**src/rtl/sit_pkg.sv**
```systemverilog
// ----------------------------------------------------------------------------
// Segment intersection test package
// Shared constants and types for the segment intersection test pipeline.
// ----------------------------------------------------------------------------
`default_nettype none

package sit_pkg;

  // Default coordinate width (signed Q8.8).
  localparam int unsigned COORD_WIDTH_DEF = 16;

  // Parallel tolerance register.
  localparam int unsigned TOL_WIDTH = 16;
  localparam logic [TOL_WIDTH-1:0] TOL_RESET = 16'd8;

  // Load enables for the two register stages inside a product unit.
  typedef struct packed {
    logic mul_en;
    logic sum_en;
  } sit_stage_en_t;

endpackage

`default_nettype wire

```
**src/rtl/sit_dot2.sv**
```systemverilog
// ----------------------------------------------------------------------------
// Two-term product unit
// Registers a0*b0 and a1*b1, then registers their sum or difference.
// ----------------------------------------------------------------------------
`default_nettype none

module sit_dot2
  import sit_pkg::*;
#(
  parameter int unsigned AW       = 17,
  parameter int unsigned BW       = 17,
  parameter bit          SUBTRACT = 1'b1
) (
  input  wire logic                     clk,
  input  wire sit_stage_en_t            en,
  input  wire logic signed [AW-1:0]     a0,
  input  wire logic signed [BW-1:0]     b0,
  input  wire logic signed [AW-1:0]     a1,
  input  wire logic signed [BW-1:0]     b1,
  output logic signed [AW+BW:0]         result
);

  logic signed [AW+BW-1:0] prod0;
  logic signed [AW+BW-1:0] prod1;

  always_ff @(posedge clk) begin
    if (en.mul_en) begin
      prod0 <= a0 * b0;
      prod1 <= a1 * b1;
    end
  end

  // One extra bit keeps the sum or difference exact.
  always_ff @(posedge clk) begin
    if (en.sum_en) begin
      if (SUBTRACT) begin
        result <= {prod0[AW+BW-1], prod0} - {prod1[AW+BW-1], prod1};
      end else begin
        result <= {prod0[AW+BW-1], prod0} + {prod1[AW+BW-1], prod1};
      end
    end
  end

endmodule

`default_nettype wire

```
**config.mk**
```make
export PLATFORM = sky130hd
export DESIGN_NAME = sit_dot2
export DESIGN_NICKNAME = d
export VERILOG_FILES = /design/src/rtl/sit_pkg.sv /design/src/rtl/sit_dot2.sv
export SDC_FILE = /design/constraint.sdc
export NUM_CORES = 2
export LEC_CHECK = 0
export BUFFER_PORTS_ARGS = -buffer_cell sky130_fd_sc_hd__buf_2
export CORE_MARGIN = 10
export CORE_UTILIZATION = 59
export DETAILED_ROUTE_END_ITERATION = 8
export HOLD_SLACK_MARGIN = 0.15
export MAX_ROUTING_LAYER = met4
export PLACE_DENSITY_LB_ADDON = 0.08
export SYNTH_ARGS = -nofsm -noshare
export SYNTH_HDL_FRONTEND = slang
export SYNTH_SLANG_ARGS = --single-unit
```
**constraint.sdc**
```tcl
create_clock -name clk -period 7 [get_ports clk]
set_input_delay 1.05 -clock clk [delete_from_list [all_inputs] [get_ports clk]]
set_output_delay 1.05 -clock clk [all_outputs]
set_load 0.01 [all_outputs]
```
==> metrics.md <==
| Metric | Value |
|---|---|
| Initial antenna violation count | `0` |
| FF-to-FF Start | `prod0[0]` |
| Worst Tran Pin Value | `about 0.92 ns` |
| Largest area contributor in the netlist | `fa_1` |
| Outcome | `finished, final reports clean` |
| CTS Buf Count | `9` |
| Maxcap violations | `0` |
| EDFF count, synth | `103` |
| Arr. time, crit path | `6.90 ns` |
| Synth top area cells | `fa_1, edfxtp_1, ha_1` |
| Final Critical Period | `6.80 ns` |
| DRC viols | `0` |
| Initial drt markers | `951` |
| Worst r2r path cells | `12` |
| Post-DP HPWL | `51500 µm` |
| Setup TNS | `0 ns` |
| Slew HR | `a little under two fifths` |
| CP Capture Type | `register` |
| Max-slew violation count | `0` |
| DR vias/cell | `~5.3` |
| CTS root buf | `clkbuf_16` |
| GRT Overall Usage | `23.8%` |
| Worst reg2reg endpoint | `result[34]` |
| Post-synthesis sequential area ratio | `a little under an eighth` |
| Largest net degree at the start of global routing | `69` |
| Fin cells | `~3600` |
| Ant diodes | `0` |
| Most frequent CP cell | `fa_1` |
| Critical path startpoint | `b1[2]` |
| Yosys cell types | `66` |
| Placed insts | `3540` |
| Finish-stage setup viols | `0` |
| XOR/XNOR share of the synthesized area | `under 10%` |
| R2R setup slack | `3.72 ns` |
| Layout cells sized above 1 | `11.8%` |
| Layout Skew | `0.00965 ns` |
| Crit path required time | `7.10 ns` |
| Crit-path cells | `clkbuf_4 > nand2_1 > inv_1 > fa_1 > buf_4 > fa_1 > buf_4 > fa_1 > fa_1 > fa_1 > fa_1 > ha_1 > and4_1 > nand4_1 > nor2_1 > o211ai_1 > a211oi_2 > nand3_1 > nand2_1 > a21oi_1 > xnor2_1` |
| Fin. Hold Viols | `0` |
| Tcrit/Tclk final | `97.1%` |
| TritonRoute pass-1 iters | `5` |
| Primary FF master, synth | `edfxtp_1` |
| Yosys top cell area share | `44.8%` |
| Clock transition at path regs | `0.07 ns` |
| Ys async rst share | `0%` |
| Routed wire length | `slightly below 60000 µm` |
| Mapped cell area | `between 20000 and 30000 µm²` |
| Max Freq | `147 MHz` |
| Simple-gate share of the synthesized area | `14.0%` |
| Slowest stage delay, CP | `between 0.6 and 0.7 ns` |
| Post-DRT Antenna Nets | `0` |
| Final Net Count | `3829` |
| Num Clock Sinks | `roughly 100` |
| Full die area | `53800 µm²` |
| CP max stage cell | `fa_1` |
| Vias in the first global route | `between 20000 and 25000` |
| Crit Path Max Fanout | `9` |
| GP Congestion | `a little over 0.9` |
| DIE WIDTH | `between 200 and 250 µm` |
| Worst-Skew Late Latency | `~0.35 ns` |
| Initial Util | `between 50% and 60%` |
| Syn_nets | `~3600` |
| Area grow syn2layout | `11.2%` |
| First-pass GRT wire length | `101000 µm` |
| Post-synthesis adder-cell area fraction | `54.5%` |
| IO Pins | `106` |
| Clock Tree Buf Depth | `2` |
| Synthesized flop and latch total | `103` |
| Drt wl/cell | `about 16 µm` |
| Number of port buffers | `between 100 and 150` |
| Hold Crit Class | `register to register` |
| Via Count | `18700` |
| Rows | `just under 80` |
| Mux cell area share after synthesis | `0%` |
| CTS H-Tree Depth | `3` |
| Core ar. | `44300 µm²` |
| Syn Inst Count | `between 2000 and 3000` |
| YS warnings | `0` |
| Syn Area/Cell | `9.74 µm²` |
| RSZ-0062 raised after global routing | `yes` |
| Compound-Gate Fraction of Synth Area | `5.99%` |
| WS Path Type | `input pin to register` |
| CTS tree | `done` |
| Crit path launch type | `input pin` |
| DIE HEIGHT | `roughly 230 µm` |
| Main combinational cell family by area after synthesis | `adder cells` |
| Grt total ovfl | `0` |
| Critical Path End | `prod1[33]` |
-- worst min-delay path by stage --
stage	end	startpoint	cells past startpoint	slack [ns]
floorplan	result[0]	prod1[0]	2	0.61
global placement	result[0]	prod1[0]	2	0.63
detailed placement	result[0]	prod1[0]	2	0.64
CTS	result[0]	prod1[0]	2	0.67
global route	result[0]	prod1[0]	2	0.71
finish	result[0]	prod1[0]	2	0.67
-- registers in the layout, summed over array words and instances (netlist names) --
register	cells
result	35
prod0	34
prod1	34
-- cell usage after synthesis, types with 9 or more instances --
master and count:
edfxtp_1 103, a21oi_1 58, clkbuf_1 74, a21o_1 41, nand3_1 12, nand2_1 292
o21a_1 17, o21ai_0 36, a211oi_1 9, inv_1 671, a31oi_1 10, xnor2_1 79
and2_1 292, xor2_1 20, ha_1 204, fa_1 593, nor2_1 78, nor3_1 13
nand2b_1 11
-- per-layer routing --
layer	up-vias	global-route usage [%]	part of all wire [%]
li1	8640	-	-
met4	0	3.88	1.6
met1	9620	31.6	43
met5	-	-	0
met2	411	39.6	50
met3	65	2.52	4.7
-- cells by family (layout without fill, tap and decap cells) --
family                     Yosys count  after routing
AOI/OAI and AO/OA                  232            232
xor gates and xnor gates            99             99
adders and majority gates          797            797
buffers and inverters              748            994
DFF                                103            103
and+or+nand+nor                    740            740
-- layout make-up --
type | count | area (µm²)
multi-input cells | 1868 | 20600
clock inverters | 6 | 80.1
clock buffers | 9 | 225
flip-flops and latches | 103 | 3090
inverters | 671 | 2520
well taps | 592 | 741
repair buffers | 308 | 2140
fillers | 3646 | 14900
-- what timing repair did --
item / in CTS / in global routing
gates resized for setup: 0 / 22
buffers inserted: 0 / 2
setup endpoints to repair: 0 / 8
hold endpoints to repair: 0 / 0
hold buffers: 0 / 0
-- cell usage in the layout, fill, tap and decap left out, types with 11 or more instances in the layout --
master    instances
nor2_1           78
ha_1            204
buf_2            99
xnor2_1          79
fa_1            592
inv_1           671
o21ai_0          34
nand3_1          12
nand2_1         291
a21o_1           41
xor2_1           20
edfxtp_1        103
o21a_1           17
nand2b_1         11
and2_1          292
nor3_1           12
a21oi_1          57
buf_4           196
-- stage by stage --
| step | worst slack (ns) | util [%] | hold WS (ns) | instance area, µm² |
|---|---|---|---|---|
| global route | -0.0289 | 66.4 | 0.713 | 29400 |
| detailed placement | -0.319 | 65.5 | 0.643 | 29000 |
| CTS | 0.00148 | 66.2 | 0.672 | 29300 |
| finish | 0.204 | 66.4 | 0.670 | 29400 |
| global placement | -0.155 | 65.5 | 0.635 | 29000 |
| floorplan | -0.00629 | - | 0.607 | 26500 |
-- critical path: cells and delay by family --
family / cells / cell delay, ns
AO/OA/AOI/OAI: 3 / 0.74
XOR/XNOR: 1 / 0.12
buffers and inverters: 4 / 0.66
adder cells (fa/ha/maj): 7 / 3.41
AND/OR/NAND/NOR: 6 / 0.92
Power is not shown: default switching activity piles up to over one toggle a cycle in this logic, so the estimate is an artifact.
